===== src/rtl/cdb_pkg.sv =====
// package for the character display buffer: field widths, command codes,
// sequencer states and the default screen geometry; used by cdb_if and char_display_buffer_cursor
`default_nettype none

package cdb_pkg;

  localparam int COLUMNS_DEF = 16;
  localparam int ROWS        = 2;

  localparam int CMD_W      = 4;
  localparam int CHAR_W     = 8;
  localparam int TCOL_W     = 5;
  localparam int TROW_W     = 2;
  localparam int RIDX_W     = 5;
  localparam int OUT_COL_W  = 4;

  localparam logic [CHAR_W-1:0] SPACE_CHAR = 8'h20;

  typedef enum logic [CMD_W-1:0] {
    CMD_WRITE      = 4'd0,
    CMD_LEFT       = 4'd1,
    CMD_RIGHT      = 4'd2,
    CMD_UP         = 4'd3,
    CMD_DOWN       = 4'd4,
    CMD_CLEAR      = 4'd5,
    CMD_CLEAR_EOL  = 4'd6,
    CMD_SET_CURSOR = 4'd7,
    CMD_READ_CELL  = 4'd8
  } cmd_t;

  typedef enum logic [1:0] {
    S_IDLE,
    S_SWEEP,
    S_READ,
    S_RESULT
  } state_t;

endpackage

`default_nettype wire


===== src/rtl/cdb_if.sv =====
// valid/ready channel interfaces for display commands and their results
// depends on cdb_pkg for field widths
`default_nettype none

interface cdb_in_if;
  import cdb_pkg::*;

  logic              valid;
  logic              ready;
  logic [CMD_W-1:0]  command;
  logic [CHAR_W-1:0] char_code;
  logic [TCOL_W-1:0] target_column;
  logic [TROW_W-1:0] target_row;
  logic [RIDX_W-1:0] read_index;

  modport source (output valid, command, char_code, target_column, target_row,
                  read_index, input ready);
  modport sink   (input valid, command, char_code, target_column, target_row,
                  read_index, output ready);
endinterface

interface cdb_out_if;
  import cdb_pkg::*;

  logic                 valid;
  logic                 ready;
  logic [OUT_COL_W-1:0] cursor_column;
  logic                 cursor_row;
  logic [CHAR_W-1:0]    cell_char;
  logic                 position_taken;

  modport source (output valid, cursor_column, cursor_row, cell_char, position_taken,
                  input ready);
  modport sink   (input valid, cursor_column, cursor_row, cell_char, position_taken,
                  output ready);
endinterface

`default_nettype wire


===== src/rtl/cdb_ram.sv =====
// generic single-write, single-read ram with registered read data
// no dependencies
`default_nettype none

module cdb_ram #(
  parameter int Width = 8,
  parameter int Depth = 32
) (
  input  wire logic                     clk,
  input  wire logic                     wr_en,
  input  wire logic [$clog2(Depth)-1:0] wr_addr,
  input  wire logic [Width-1:0]         wr_data,
  input  wire logic [$clog2(Depth)-1:0] rd_addr,
  output logic      [Width-1:0]         rd_data
);

  logic [Width-1:0] mem [Depth];

  always_ff @(posedge clk) begin
    if (wr_en) begin
      mem[wr_addr] <= wr_data;
    end
    rd_data <= mem[rd_addr];
  end

endmodule

`default_nettype wire


===== src/rtl/char_display_buffer_cursor.sv =====
// two-row character display buffer with cursor: sequencer, cursor, cell ram
// depends on cdb_pkg, cdb_if (cdb_in_if, cdb_out_if) and cdb_ram
`default_nettype none

// One command is taken at a time; in_ch.ready is high only while the sequencer
// is idle, and a finished result sits in an output register so the next command
// can be taken while the result still waits. Cursor moves, write and set_cursor
// go straight from idle to the result step; read_cell has a read step for
// the registered ram read. Clear walks every one of the 2*Columns cells through
// the single ram write port, one cell per cycle; clear-to-end-of-line walks
// from the cursor cell to its row end. After reset cells read as spaces at once:
// per-cell valid bits stand in for the reset value, so there is no clearing pass.

module char_display_buffer_cursor #(
  parameter int Columns = cdb_pkg::COLUMNS_DEF
) (
  input  wire logic  clk,
  input  wire logic  rst_n,
  cdb_in_if.sink     in_ch,
  cdb_out_if.source  out_ch
);
  import cdb_pkg::*;

  localparam int Cells = ROWS * Columns;
  localparam int AW    = $clog2(Cells);
  localparam int CW    = $clog2(Columns);

  state_t state_r, state_nxt;

  logic [CW-1:0]     cursor_col_r, cursor_col_nxt;
  logic              cursor_row_r, cursor_row_nxt;
  logic [AW-1:0]     sweep_addr_r, sweep_addr_nxt;
  logic [AW-1:0]     sweep_last_r, sweep_last_nxt;
  logic [AW-1:0]     rd_addr_r, rd_addr_nxt;
  logic              rd_ok_r, rd_ok_nxt;
  logic [CHAR_W-1:0] cell_r, cell_nxt;
  logic              taken_r, taken_nxt;
  logic [Cells-1:0]  vld_r;

  logic                 out_valid_r, out_valid_nxt;
  logic [OUT_COL_W-1:0] out_col_r, out_col_nxt;
  logic                 out_row_r, out_row_nxt;
  logic [CHAR_W-1:0]    out_cell_r, out_cell_nxt;
  logic                 out_taken_r, out_taken_nxt;

  logic              in_acc;
  logic              out_free;
  cmd_t              cmd;
  logic [AW-1:0]     cur_addr;
  logic [AW-1:0]     row_end;
  logic [AW-1:0]     ridx_addr;
  logic              ram_we;
  logic [AW-1:0]     ram_wa;
  logic [CHAR_W-1:0] ram_wd;
  logic [CHAR_W-1:0] ram_rd;

  assign in_acc    = in_ch.valid && in_ch.ready;
  assign out_free  = !out_valid_r || out_ch.ready;
  assign cmd       = cmd_t'(in_ch.command);
  assign cur_addr  = (cursor_row_r ? AW'(Columns) : '0) + AW'(cursor_col_r);
  assign row_end   = cursor_row_r ? AW'(Cells - 1) : AW'(Columns - 1);
  assign ridx_addr = AW'(in_ch.read_index);

  cdb_ram #(
    .Width (CHAR_W),
    .Depth (Cells)
  ) u_cells (
    .clk     (clk),
    .wr_en   (ram_we),
    .wr_addr (ram_wa),
    .wr_data (ram_wd),
    .rd_addr (ridx_addr),
    .rd_data (ram_rd)
  );

  // next state
  always_comb begin
    state_nxt = state_r;
    case (state_r)
      S_IDLE: begin
        if (in_acc) begin
          case (cmd)
            CMD_CLEAR, CMD_CLEAR_EOL: state_nxt = S_SWEEP;
            CMD_READ_CELL:            state_nxt = S_READ;
            default:                  state_nxt = S_RESULT;
          endcase
        end
      end
      S_SWEEP: begin
        if (sweep_addr_r == sweep_last_r) state_nxt = S_RESULT;
      end
      S_READ:   state_nxt = S_RESULT;
      S_RESULT: begin
        if (out_free) state_nxt = S_IDLE;
      end
      default:  state_nxt = S_IDLE;
    endcase
  end

  // control outputs
  always_comb begin
    in_ch.ready = 1'b0;
    ram_we      = 1'b0;
    ram_wa      = cur_addr;
    ram_wd      = in_ch.char_code;
    case (state_r)
      S_IDLE: begin
        in_ch.ready = 1'b1;
        ram_we      = in_ch.valid && (cmd == CMD_WRITE);
      end
      S_SWEEP: begin
        ram_we = 1'b1;
        ram_wa = sweep_addr_r;
        ram_wd = SPACE_CHAR;
      end
      default: begin
        ram_we = 1'b0;
      end
    endcase
  end

  // cursor and result datapath
  always_comb begin
    cursor_col_nxt = cursor_col_r;
    cursor_row_nxt = cursor_row_r;
    sweep_addr_nxt = sweep_addr_r;
    sweep_last_nxt = sweep_last_r;
    rd_addr_nxt    = rd_addr_r;
    rd_ok_nxt      = rd_ok_r;
    cell_nxt       = cell_r;
    taken_nxt      = taken_r;
    out_valid_nxt  = out_valid_r && !out_ch.ready;
    out_col_nxt    = out_col_r;
    out_row_nxt    = out_row_r;
    out_cell_nxt   = out_cell_r;
    out_taken_nxt  = out_taken_r;

    case (state_r)
      S_IDLE: begin
        if (in_acc) begin
          cell_nxt  = '0;
          taken_nxt = 1'b0;
          case (cmd)
            CMD_WRITE, CMD_RIGHT: begin
              if (cursor_col_r == CW'(Columns - 1) && !cursor_row_r) begin
                cursor_row_nxt = 1'b1;
                cursor_col_nxt = '0;
              end else if (cursor_col_r != CW'(Columns - 1)) begin
                cursor_col_nxt = cursor_col_r + CW'(1);
              end
            end
            CMD_LEFT: begin
              if (cursor_col_r == '0 && cursor_row_r) begin
                cursor_row_nxt = 1'b0;
                cursor_col_nxt = CW'(Columns - 1);
              end else if (cursor_col_r != '0) begin
                cursor_col_nxt = cursor_col_r - CW'(1);
              end
            end
            CMD_UP:   cursor_row_nxt = 1'b0;
            CMD_DOWN: cursor_row_nxt = 1'b1;
            CMD_CLEAR: begin
              sweep_addr_nxt = '0;
              sweep_last_nxt = AW'(Cells - 1);
              cursor_col_nxt = '0;
              cursor_row_nxt = 1'b0;
            end
            CMD_CLEAR_EOL: begin
              sweep_addr_nxt = cur_addr;
              sweep_last_nxt = row_end;
            end
            CMD_SET_CURSOR: begin
              if (int'(in_ch.target_column) < Columns && int'(in_ch.target_row) < ROWS) begin
                cursor_col_nxt = CW'(in_ch.target_column);
                cursor_row_nxt = in_ch.target_row[0];
                taken_nxt      = 1'b1;
              end
            end
            CMD_READ_CELL: begin
              rd_addr_nxt = ridx_addr;
              rd_ok_nxt   = int'(in_ch.read_index) < Cells;
            end
            default: begin
              cell_nxt = '0;
            end
          endcase
        end
      end
      S_SWEEP: begin
        sweep_addr_nxt = sweep_addr_r + AW'(1);
      end
      S_READ: begin
        // cells never written since reset read as spaces
        if (!rd_ok_r) cell_nxt = '0;
        else if (vld_r[rd_addr_r]) cell_nxt = ram_rd;
        else cell_nxt = SPACE_CHAR;
      end
      S_RESULT: begin
        if (out_free) begin
          out_valid_nxt = 1'b1;
          out_col_nxt   = OUT_COL_W'(cursor_col_r);
          out_row_nxt   = cursor_row_r;
          out_cell_nxt  = cell_r;
          out_taken_nxt = taken_r;
        end
      end
      default: begin
        out_valid_nxt = 1'b0;
      end
    endcase
  end

  always_ff @(posedge clk) begin
    if (!rst_n) begin
      state_r      <= S_IDLE;
      cursor_col_r <= '0;
      cursor_row_r <= 1'b0;
      out_valid_r  <= 1'b0;
      vld_r        <= '0;
    end else begin
      state_r      <= state_nxt;
      cursor_col_r <= cursor_col_nxt;
      cursor_row_r <= cursor_row_nxt;
      out_valid_r  <= out_valid_nxt;
      if (ram_we) vld_r[ram_wa] <= 1'b1;
    end
  end

  always_ff @(posedge clk) begin
    sweep_addr_r <= sweep_addr_nxt;
    sweep_last_r <= sweep_last_nxt;
    rd_addr_r    <= rd_addr_nxt;
    rd_ok_r      <= rd_ok_nxt;
    cell_r       <= cell_nxt;
    taken_r      <= taken_nxt;
    out_col_r    <= out_col_nxt;
    out_row_r    <= out_row_nxt;
    out_cell_r   <= out_cell_nxt;
    out_taken_r  <= out_taken_nxt;
  end

  assign out_ch.valid          = out_valid_r;
  assign out_ch.cursor_column  = out_col_r;
  assign out_ch.cursor_row     = out_row_r;
  assign out_ch.cell_char      = out_cell_r;
  assign out_ch.position_taken = out_taken_r;

  a_cursor_in_range: assert property (@(posedge clk) disable iff (!rst_n)
    cursor_col_r <= CW'(Columns - 1))
    else $error("cursor column past last column");

  a_sweep_bounded: assert property (@(posedge clk) disable iff (!rst_n)
    state_r == S_SWEEP |-> sweep_addr_r <= sweep_last_r)
    else $error("clear sweep ran past its last cell");

  a_result_from_seq: assert property (@(posedge clk) disable iff (!rst_n)
    $rose(out_valid_r) |-> $past(state_r == S_RESULT))
    else $error("result appeared without sequencer result step");

  a_clear_homes: assert property (@(posedge clk) disable iff (!rst_n)
    (in_acc && cmd == CMD_CLEAR) |=>
      (cursor_col_r == '0 && !cursor_row_r && sweep_addr_r == '0 && state_r == S_SWEEP))
    else $error("clear did not home cursor and start sweep at cell zero");

  a_short_cmd: assert property (@(posedge clk) disable iff (!rst_n)
    (in_acc && cmd != CMD_CLEAR && cmd != CMD_CLEAR_EOL && cmd != CMD_READ_CELL) |=>
      state_r == S_RESULT)
    else $error("single-step command did not go straight to result");

endmodule

`default_nettype wire

===== src/flat_wrapper.sv =====
// flat-port wrapper written by rule: the top's interface ports become plain ports
module char_display_buffer_cursor_flat import cdb_pkg::*;
#(
  parameter int Columns = cdb_pkg::COLUMNS_DEF
)
  (clk, rst_n, in_ch_valid, in_ch_command, in_ch_char_code, in_ch_target_column, in_ch_target_row, in_ch_read_index, in_ch_ready, out_ch_valid, out_ch_cursor_column, out_ch_cursor_row, out_ch_cell_char, out_ch_position_taken, out_ch_ready);
  cdb_in_if in_ch_i ();
  cdb_out_if out_ch_i ();
  input  wire logic clk;
  input  wire logic rst_n;
  input wire logic [$bits(in_ch_i.valid)-1:0] in_ch_valid;
  input wire logic [$bits(in_ch_i.command)-1:0] in_ch_command;
  input wire logic [$bits(in_ch_i.char_code)-1:0] in_ch_char_code;
  input wire logic [$bits(in_ch_i.target_column)-1:0] in_ch_target_column;
  input wire logic [$bits(in_ch_i.target_row)-1:0] in_ch_target_row;
  input wire logic [$bits(in_ch_i.read_index)-1:0] in_ch_read_index;
  output wire logic [$bits(in_ch_i.ready)-1:0] in_ch_ready;
  output wire logic [$bits(out_ch_i.valid)-1:0] out_ch_valid;
  output wire logic [$bits(out_ch_i.cursor_column)-1:0] out_ch_cursor_column;
  output wire logic [$bits(out_ch_i.cursor_row)-1:0] out_ch_cursor_row;
  output wire logic [$bits(out_ch_i.cell_char)-1:0] out_ch_cell_char;
  output wire logic [$bits(out_ch_i.position_taken)-1:0] out_ch_position_taken;
  input wire logic [$bits(out_ch_i.ready)-1:0] out_ch_ready;
  assign in_ch_i.valid = in_ch_valid;
  assign in_ch_i.command = in_ch_command;
  assign in_ch_i.char_code = in_ch_char_code;
  assign in_ch_i.target_column = in_ch_target_column;
  assign in_ch_i.target_row = in_ch_target_row;
  assign in_ch_i.read_index = in_ch_read_index;
  assign in_ch_ready = in_ch_i.ready;
  assign out_ch_valid = out_ch_i.valid;
  assign out_ch_cursor_column = out_ch_i.cursor_column;
  assign out_ch_cursor_row = out_ch_i.cursor_row;
  assign out_ch_cell_char = out_ch_i.cell_char;
  assign out_ch_position_taken = out_ch_i.position_taken;
  assign out_ch_i.ready = out_ch_ready;
  char_display_buffer_cursor #(.Columns(Columns)) u_core (.clk(clk), .rst_n(rst_n), .in_ch(in_ch_i), .out_ch(out_ch_i));
endmodule

===== config.mk =====
export PLATFORM = sky130hd
export DESIGN_NAME = char_display_buffer_cursor_flat
export DESIGN_NICKNAME = d
export VERILOG_FILES = /design/src/rtl/cdb_pkg.sv /design/src/rtl/cdb_if.sv /design/src/rtl/cdb_ram.sv /design/src/rtl/char_display_buffer_cursor.sv /design/src/flat_wrapper.sv
export SDC_FILE = /design/constraint.sdc
export NUM_CORES = 1
export LEC_CHECK = 0
export ABC_AREA = 1
export BUFFER_PORTS_ARGS = -buffer_cell sky130_fd_sc_hd__buf_2
export CORE_AREA = 3 3 159 161
export DETAILED_ROUTE_END_ITERATION = 16
export DIE_AREA = 0 0 162 164
export GPL_ROUTABILITY_DRIVEN = 0
export PLACE_DENSITY = 0.8
export SLEW_MARGIN = 10
export SYNTH_ARGS = -nofsm -noshare
export SYNTH_HDL_FRONTEND = slang
export SYNTH_HIERARCHICAL = 1
export SYNTH_SLANG_ARGS = --single-unit

===== constraint.sdc =====
create_clock -name clk -period 6.98 [get_ports clk]
set_input_delay 0.698 -clock clk [delete_from_list [all_inputs] [get_ports clk]]
set_output_delay 0.698 -clock clk [all_outputs]
set_load 0.05 [all_outputs]

# Word-level counts from Yosys, hierarchy flattened
# Memories as Yosys holds them, arrays and structs flattened. A register that Yosys moved wholly into a read port is not among the register bits.
# Cells that the tools add are included.
dict set report classes {
  add_sub_neg 4
  mul 0
  div_mod_pow 0
  order_cmp 5
  eq_ne 23
  shift 0
  muxes 37
  bitwise 1
  n_reduce_logical 32
}
# cell n
set ops {}
lappend ops {{bitwise OR 32 bit} 1}
lappend ops {{case mux 5 bit (2 select lines)} 3}
lappend ops {{2-to-1 mux 8 bit} 3}
lappend ops {{2-to-1 mux 4 bit} 5}
lappend ops {{2-to-1 mux 5 bit} 4}
lappend ops {{== test 4 x 3 -> 1 bit, second input constant} 4}
lappend ops {{case mux 4 bit (4 select lines)} 1}
lappend ops {{case mux 8 bit (2 select lines)} 1}
lappend ops {{< comparator 5 x 6 -> 1 bit, second input constant} 2}
lappend ops {{inequality test 2 x 1 -> 1 bit, second input constant} 6}
lappend ops {{AND reduction 3 bit} 4}
lappend ops {{AND reduction 6 bit} 2}
lappend ops {{2-to-1 mux 1 bit} 11}
lappend ops {{== test 4 x 2 -> 1 bit, second input constant} 2}
lappend ops {{== test 4 bit, second input constant} 2}
lappend ops {{zero test 4 bit} 2}
lappend ops {{case mux 2 bit (4 select lines)} 1}
lappend ops {{nonzero test 4 bit} 2}
lappend ops {{logical AND 1 bit} 7}
lappend ops {{2-to-1 mux 2 bit} 3}
lappend ops {{inequality test 3 x 1 -> 1 bit, second input constant} 2}
lappend ops {{AND reduction 2 bit} 3}
lappend ops {{nonzero test 2 bit} 3}
lappend ops {{OR reduction 2 bit} 3}
lappend ops {{other kinds (22)} 25}
dict set report totals {
  regBits 78
  latchBits 0
  mem_bits_rw 256
  rom_bits 0
  elab_cells 117
  mem_count 1
}
# memory words width read_ports rd_clocked_by_memory_dff write_ports line
set mem_list {}
lappend mem_list {u_core.u_cells.mem 32 8 1 1 1 cdb_ram.sv:17} ;# logic [Width-1:0] mem [Depth];

# Longest topological paths before layout
# Gate-level depths: netlist of the first run.
dict set report logic_depth {
  ltp_word 8
  depth_mapped 12
  mapped_depth_nobuf 11
}

# Cells and area by module
# Netlist of the first run, hierarchy kept.
# mod instances cells_per_inst area_per_inst_um2 seq_area_each_um2
set modules_own_cells {}
lappend modules_own_cells {cdb_ram 1 922 10786.6 7847.5}
lappend modules_own_cells {char_display_buffer_cursor 1 436 3584.7 1821.7}

# Worst setup path after synthesis of the first run
# OpenSTA, ideal clock, no wires.
dict set report synth_timing {
  path_type {flip-flop to flip-flop}
  from {reg u_core.state_r[0]}
  to {mem u_core.u_cells.mem[11][0] (enable)}
  setup_ns 0.370
  t_arrival_ns 2.433
  t_required_ns 6.610
  slack_ns 4.176
  stages_incl_launch_ff 8
  period_less_slack_ns 2.804
  cell_sequence {dfxtp_1 -> inv_1 -> ha_1 -> nand2_1 -> o31ai_4 -> buf_2 -> nand3_1 -> nor2_1}
}
dict set report synth_via {
  elab_chain_len 4
  elab_cells_between_ends 6
  cone_classes {eq/ne (1); mux (4); reduce/logical (1)}
}
# item line
set synth_rtl {}
lappend synth_rtl {{start: declaration} char_display_buffer_cursor.sv:28} ;# state_t state_r, state_nxt;
lappend synth_rtl {{start signal: assignment} char_display_buffer_cursor.sv:221} ;# state_r <= state_nxt;
lappend synth_rtl {{== test 2 x 1 -> 1 bit / zero test 2 bit (equally long branches)} char_display_buffer_cursor.sv:106} ;# case (state_r)
lappend synth_rtl {{case mux 1 bit (2 select lines) (*)} char_display_buffer_cursor.sv:106}
lappend synth_rtl {{via u_core.ram_we} char_display_buffer_cursor.sv:52} ;# logic ram_we;
lappend synth_rtl {{2-to-1 mux 1 bit (*)} cdb_ram.sv:20} ;# if (wr_en) begin
lappend synth_rtl {{2-to-1 mux 1 bit (implied by the code) (*)} cdb_ram.sv:21} ;# mem[wr_addr] <= wr_data;
lappend synth_rtl {{end: declaration} cdb_ram.sv:17}
# Mark *: on every way through the listed nets, which the timed path passes. The rest lies on a longest branch.

# Worst setup path after layout of the first run
dict set report layout_timing {
  from {reg u_core.state_r[1]}
  to {mem u_core.u_cells.mem[1][6] (enable)}
}
dict set report layout_via {
  elab_chain_len 4
  elab_cells_between_ends 6
  cone_classes {eq/ne (1); mux (4); reduce/logical (1)}
}
# item line
set layout_rtl {}
lappend layout_rtl {{== test 2 x 1 -> 1 bit / zero test 2 bit (equally long branches)} char_display_buffer_cursor.sv:106}
lappend layout_rtl {{case mux 1 bit (2 select lines)} char_display_buffer_cursor.sv:106}
lappend layout_rtl {{2-to-1 mux 1 bit} cdb_ram.sv:20}
lappend layout_rtl {{2-to-1 mux 1 bit (implied by the code)} cdb_ram.sv:21}
# Several ways; a longest one is shown, not always the timed one.

==> flow_summary.ini, run 1 <==
[synthesis]
synthCells = 1358
ys_seq_area_share_pct = 67.3
post_synth_cell_types = 36
mappedNetlistNets = 1394
syn-cell-area_sq_um = 14400
postSynthAreaPerCell_sq_um = 10.6
synth_warnings = 6
synth-seq-cells = 338

[global_routing]
globalRouteTotalUtil_pct = 26.0
grt_pass1_wl_um = 53700
antenna_violations_before_repair = 0
grt_pass1_vias = 9884
grt_max_degree = 131
gr-total-overflow = 0

[worst_setup_path]
critical_path.endpoint_type = flop
crit_chain = inv_1 > ha_1 > inv_2 > o31ai_4 > buf_4 > nand3_1 > nor2_1
worstPathRequired_ns = 7.13
worst-r2r-setup-slack_ns = 3.44
worstReg2RegEnd = u_core/u_cells/mem[1][6]
critPathMaxFanout = 36
cpMaxStageDelayCell = nor2_1
path_class = reg -> reg
critPathArrivalTime_ns = 3.69
crit_start_category = flop
critical_path_s_largest_stage_delay_ns = 0.81
timing.reg2reg.worst_path_depth = 7
worst_r2r_startpoint = u_core/state_r[1]

[clock_tree]
cts-htree-levels = 2
cts_max_path_buffers = 3
postCtsHoldBufs = 0
clkTransAtPathRegs_ns = 0.06
clock-root-buffer = clkbuf_16
clkSinkCount = 338
tritoncts_clock_tree = yes
worstSkewPairLatency_ns = 0.53
cts_made_buffers = 35
cts_post_setup_buffers_inserted = 0
postCtsResizedCells = 0

[route]
dr.pass1.iters = 6
routed-via-count = 10313
drtIter0Drc = 1343
drc = 0
avgRoutedWirePerCell_um = 19.7
detail-route-antenna-nets = 0
vias_per_cell = 5.95
routed_wl_um = 34100

[floorplan]
fp-row-count = 57
floorplan.die.width_um = 162
core_area_sq_um = 24100
die_h_um = 164
initial_utilization_pct = 59.6
die_area_sq_um = 26600
pin_count = 44

[worst_hold_path]
timing.hold.worst.class = reg -> reg
hold_path.startpoint = u_core/cell_r[0]
hold-path-endpoint = u_core/out_ch.cell_char[0]
whs_path_depth = 0

[sta]
worst_case_clock_skew_ns = 0.0296
measured_slew_at_the_worst_slew_check_pin_ns = 1.22
maximum_operating_frequency_ghz = 0.282
drv_slew = 0
setup-violations-final = 0
finalSetupTns_ns = 0
final_period_minus_worst_setup_slack_ns = 3.54
timing.final.hold_violations = 0
slew-limit-headroom_pct = 18.5
timing.final.crit_share_pct = 50.7
grt_setup_unrepaired = false

[layout]
syn2layout_area_growth_pct = 9.73
drive_gt1_share_pct = 10.2
utilization_pct = 65.4
filler_cell_count = 1785
design.final.nets = 1419
diodes = 0

[place]
portBuffers = 43
detail_placement_hpwl_um = 20000

[power_and_ir_drop]
power-per-cell-area_nw_per_um2 = 324
power.ir.vdd_worst_mv = 0.209
p_leak_nw = 5.98

[job]
drv.max_cap_violation_count = 0

[outcome]
outcome = finished, final reports clean
-- layer usage --
metal	routed length, um	track usage, %
met1	12700	34.6
met4	1280	10.2
met2	16500	43.1
met5	0	0
met3	3570	4.87
-- flip-flops by register name, indices dropped and copies added, names as in the netlist, 4 cells and up --
| register | count |
|---|---|
| u_core/cell_r | 8 |
| u_core/cursor_col_r | 4 |
| u_core/out_ch.cell_char | 8 |
| u_core/out_ch.cursor_column | 4 |
| u_core/rd_addr_r | 5 |
| u_core/sweep_addr_r | 5 |
| u_core/u_cells/mem | 256 |
| u_core/u_cells/rd_data | 8 |
| u_core/vld_r | 32 |
-- per-stage QoR --
step	std cells	total power [mW]	instance area [sq um]	worst slack, ns	hold slack (ns)
after detailed placement	1670	3.28	14600	2.82	0.405
after global placement	1670	3.26	14600	2.93	0.401
after CTS	1733	5.12	15800	3.35	0.420
after floorplan	1358	3.02	14400	4.18	0.400
final	1733	5.11	15800	3.44	0.418
after global routing	1733	5.28	15800	3.20	0.439
-- synthesized netlist by cell type (all sizes together) --
| library cell | count | share of area [%] |
|---|---|---|
| nor2 | 107 | 2.9 |
| nand3 | 244 | 8.6 |
| o31ai | 2 | 0.20 |
| ha | 8 | 0.70 |
| clkinv | 1 | 0.026 |
| nand3b | 1 | 0.052 |
| a21oi | 8 | 0.28 |
| dfxtp | 48 | 6.7 |
| a22o | 1 | 0.061 |
| edfxtp | 290 | 61 |
| buf | 54 | 3.0 |
| o22ai | 5 | 0.22 |
| xnor2 | 2 | 0.12 |
| inv | 62 | 1.6 |
| xor2 | 2 | 0.12 |
| or2 | 2 | 0.087 |
| o21ai | 8 | 0.36 |
| clkbuf | 12 | 0.32 |
| a31oi | 33 | 1.4 |
| nand4 | 2 | 0.087 |
| nor3 | 10 | 0.45 |
| o211ai | 1 | 0.052 |
| nand2 | 455 | 12 |
-- layout by cell type (no fill, tap or decap), types with 2 or more instances in the layout --
cell	count
buf_4	11
a31oi_1	33
nand3_1	242
xor2_1	2
edfxtp_1	290
nand4_1	2
nand2_2	5
nand3_2	2
ha_1	8
clkinv_1	4
dfxtp_1	48
nor2_1	94
inv_2	6
a21oi_1	8
xnor2_1	2
nand2_1	449
clkbuf_1	5
clkbuf_16	36
o22ai_1	5
nor3_1	7
nor2_2	13
o21ai_0	6
clkbuf_8	4
bufinv_16	3
clkinv_2	10
buf_2	42
inv_1	55
or2_2	2
nor3_2	3
-- power breakdown --
part | internal [mW] | switching [mW]
registers | 2.42 | 0.0462
clock network | 1.10 | 0.749
logic | 0.167 | 0.626
total | 3.69 | 1.42
-- how the worst max path moves through the flow --
stage | from | end | depth (start not counted)
2_1_floorplan | u_core/state_r[0] | u_core/u_cells/mem[11][0] | 7
3_3_place_gp | in_ch_read_index[0] | u_core/u_cells/rd_data[0] | 11
3_5_place_dp | in_ch_read_index[0] | u_core/u_cells/rd_data[3] | 11
4_1_cts | in_ch_read_index[0] | u_core/u_cells/rd_data[3] | 11
5_1_grt | u_core/state_r[1] | u_core/u_cells/mem[11][7] | 7
6_report | u_core/state_r[1] | u_core/u_cells/mem[1][6] | 7
-- cells by family (layout without fill, tap and decap cells) --
kind of cell / after synthesis / after routing / synth area share (%)
buffers and inverters: 129 / 180 / 5.01
flip-flops: 338 / 338 / 67.3
XOR/XNOR: 4 / 4 / 0.244
adder cells (fa/ha/maj): 8 / 8 / 0.697
AO/OA/AOI/OAI: 58 / 58 / 2.60
AND/OR/NAND/NOR: 821 / 821 / 24.2
-- final cells by class --
class | instances | area [sq um] | area share [%]
Clock buffer | 45 | 975 | 6.18
Clock inverter | 18 | 179 | 1.13
Inverter | 63 | 238 | 1.51
Multi-Input combinational cell | 891 | 4000 | 25.4
Sequential cell | 338 | 9670 | 61.3
Tap cell | 324 | 405 | 2.57
Timing Repair Buffer | 54 | 304 | 1.93
-- worst max-delay path: cells and delay by family, from the launching register on --
kind                     cells  cell delay, ns
adder cells (fa/ha/maj)      1            0.61
AND/OR/NAND/NOR              2            1.39
buffers and inverters        3            0.74
flip-flops                   1            0.33
AO/OA/AOI/OAI                1            0.11
Note: power is estimated with default switching activity, not from simulation.
==> run 2: changes to the inputs <==
--- a/config.mk
+++ b/config.mk
@@ -5,13 +5,13 @@
 export SDC_FILE = /design/constraint.sdc
 export NUM_CORES = 1
 export LEC_CHECK = 0
-export ABC_AREA = 1
+export ABC_AREA = 0
 export BUFFER_PORTS_ARGS = -buffer_cell sky130_fd_sc_hd__buf_2
-export CORE_AREA = 3 3 159 161
+export CORE_AREA = 3 3 160 162
 export DETAILED_ROUTE_END_ITERATION = 16
-export DIE_AREA = 0 0 162 164
+export DIE_AREA = 0 0 163 165
 export GPL_ROUTABILITY_DRIVEN = 0
-export PLACE_DENSITY = 0.8
+export PLACE_DENSITY = 0.78
 export SLEW_MARGIN = 10
 export SYNTH_ARGS = -nofsm -noshare
 export SYNTH_HDL_FRONTEND = slang
==> constraint.sdc (replaced) <==
create_clock -name clk -period 3.1 [get_ports clk]
set_input_delay 0.31 -clock clk [delete_from_list [all_inputs] [get_ports clk]]
set_output_delay 0.31 -clock clk [all_outputs]
set_load 0.05 [all_outputs]
==> run 2 against run 1 <==
Flip-flop and latch count unchanged. Critical endpoint is now u_core/u_cells/mem[16][5]. Register-to-register slack worse by 3.1 ns. Largest cell class unchanged. Global-route usage is 3.5 points lower. Power up 120%. Sequential power is 120% higher.
==> flow_summary.ini, run 2 <==
[outcome]
outcome = finished, final reports clean

[place]
post_dp_cell_area_sq_um = 14500
placed_cells_incl_taps = 1133
detail_placement_hpwl_um = 18800
portBuffers = 43
pre_cts_slack_ns = 0.301

[layout]
layout.cells.non_filler = 1194
regMostFlops = u_core/u_cells/mem
syn2layout_area_growth_pct = 14.9
design.final.nets = 881
filler_cell_count = 1584
reg_top3 = u_core/u_cells/mem x256, u_core/vld_r x32
layout.cells.most_common_list = edfxtp_1, mux4_2, nor2_1, buf_4, dfxtp_1
most_common_library_cell_in_the_layout_ignoring_fill_and_taps = edfxtp_1
combined_flip_flop_and_latch_cell_area_sq_um = 9670
drive_gt1_share_pct = 28.8
post-route-cell-area_sq_um = 15600
largest_register_ff_count = 256
total_area_of_multi_input_combinational_cells_sq_um = 3680
utilization_pct = 64.2

[synthesis]
synthMostInstantiatedCell = edfxtp_1
postSynthAreaPerCell_sq_um = 18.1
postSynth.asyncResetShare_pct = 0
synth.area.top_cells = edfxtp_1, mux4_2, dfxtp_1
ys_seq_area_share_pct = 71.4
synthCells = 749
synth_enable_flop_cells = 290
post_synth_cell_types = 56
synth_warnings = 6
synth_largest_area_cell = edfxtp_1
main_synth_ff_type = edfxtp_1
post-synth-top-area-fraction_pct = 64.3
synth-seq-cells = 338
syn-cell-area_sq_um = 13500
mappedNetlistNets = 785
synth.top_cells.by_count = edfxtp_1, mux4_2, nor2_1

[worst_setup_path]
critPathMaxFanout = 8
critPathArrivalTime_ns = 3.00
worstReg2RegEnd = u_core/u_cells/mem[16][5]
worst-r2r-setup-slack_ns = 0.30
crit_start_category = flop
timing.reg2reg.worst_path_depth = 9
worst_r2r_startpoint = u_core/state_r[1]
critical_path_s_largest_stage_delay_ns = 0.64
cpMaxStageDelayCell = or3b_2
worstPathRequired_ns = 3.30
path_class = reg -> reg
crit_chain = inv_1 > ha_1 > buf_4 > nand2_1 > a21boi_0 > inv_1 > or3b_2 > nor2_1 > buf_4
critical_path.endpoint_type = flop

[sta]
fin_ws_ns = 0.301
measured_slew_at_the_worst_slew_check_pin_ns = 0.961
slew-limit-headroom_pct = 35.3
timing.final.crit_share_pct = 90.3
grt_setup_unrepaired = false
maximum_operating_frequency_ghz = 0.357
drv_slew = 0
finalSetupTns_ns = 0
worst_case_clock_skew_ns = 0.0201
final_period_minus_worst_setup_slack_ns = 2.80
timing.final.hold_violations = 0
final.hold.worst_slack_ns = 0.107
setup-violations-final = 0

[power_and_ir_drop]
p_leak_nw = 5.27
power_mw = 11.0
power.ir.vdd_worst_mv = 0.422
power-per-cell-area_nw_per_um2 = 710

[route]
routed-via-count = 7298
detail-route-antenna-nets = 0
avgRoutedWirePerCell_um = 24.7
routed_wl_um = 29500
drtIter0Drc = 844
dr.pass1.iters = 5
drc = 0
vias_per_cell = 6.11

[global_routing]
gr-total-overflow = 0
antenna_violations_before_repair = 1
grt_pass1_wl_um = 45300
globalRouteTotalUtil_pct = 22.6
grt_pass1_vias = 7420
grt_max_degree = 66

[floorplan]
initial_utilization_pct = 55.9
floorplan.die.width_um = 163
die_area_sq_um = 26900
die_h_um = 165
pin_count = 44
core_area_sq_um = 24200
fp-row-count = 57

[worst_hold_path]
whs_path_depth = 2
timing.hold.worst.class = in -> reg
hold_path.startpoint = in_ch_target_row[1]
hold-path-endpoint = u_core/taken_r

[clock_tree]
clock-root-buffer = clkbuf_16
clkTransAtPathRegs_ns = 0.06
tritoncts_clock_tree = yes
cts_max_path_buffers = 3
cts-htree-levels = 2
worstSkewPairLatency_ns = 0.51
postCtsHoldBufs = 0
clkSinkCount = 338
cts_made_buffers = 34

[job]
drv.max_cap_violation_count = 0
run 2: cell types whose count changed after synthesis, moves of 14 or more:
cell,before,now
inv_1,55,17
nor2b_1,0,14
o21a_1,0,32
mux4_2,0,84
buf_2,22,1
a31oi_1,33,3
buf_6,25,2
nand3_1,242,11
mux2i_1,0,19
nand2_1,449,22
nor2_1,101,77
run 2: worst max-delay path by stage:
stage	startpoint	end	slack, ns	depth (start not counted)
global route	u_core/state_r[1]	u_core/u_cells/mem[28][1]	0.15	9
finish	u_core/state_r[1]	u_core/u_cells/mem[16][5]	0.30	9
CTS	u_core/state_r[1]	u_core/u_cells/mem[16][3]	0.24	9
detailed placement	u_core/state_r[1]	u_core/u_cells/mem[28][1]	0.30	9
floorplan	u_core/state_r[1]	u_core/u_cells/mem[0][0]	0.33	9
global placement	u_core/state_r[1]	u_core/u_cells/mem[0][1]	0.45	9
run 2: area by class of cell:
cell class,count,share of cell area (%)
sequential,338,62.1
tap,324,2.61
clock inverter,16,1.01
antenna,1,0.0161
timing repair buffer,94,4.10
inverter,17,0.410
clock buffer,44,6.05
multi-input combinational,360,23.7
run 2: kinds of logic (layout without fill, tap and decap cells):
family	after synthesis	count (layout)	share of synthesized area [%]
compound gates	74	74	3.95
xor+xnor	7	7	0.453
fa+ha+maj	8	8	0.739
buf+inv	51	171	1.82
flops	338	338	71.4
mux	111	111	16.0
other cells	0	1	0
simple gates	160	160	5.63
run 2: worst max-delay path, delay by kind of cell (launching register included):
| family | cells | cell delay [ns] |
|---|---|---|
| simple gates | 3 | 0.89 |
| buf+inv | 4 | 0.67 |
| flops | 1 | 0.38 |
| compound gates | 1 | 0.32 |
| fa+ha+maj | 1 | 0.23 |
run 2: what timing repair did:
action	CTS	global route
buffers inserted	0	0
setup endpoints to repair	0	8
gates resized for setup	0	1
run 2: per-layer routing:
layer | part of all wire (%) | wire length [um] | global-route usage [%] | vias up
li1 | - | - | - | 3162
met1 | 40 | 11900 | 31.5 | 3738
met2 | 49 | 14500 | 36.8 | 354
met3 | 7.7 | 2270 | 4.04 | 44
met4 | 2.7 | 805 | 7.11 | 0
met5 | 0 | 0 | 0 | -
run 2: where the power goes:
group          switching (mW)  internal (mW)  total, mW
registers               0.112           5.40       5.52
logic                    1.05          0.472       1.52
clock network            1.61           2.40       4.01
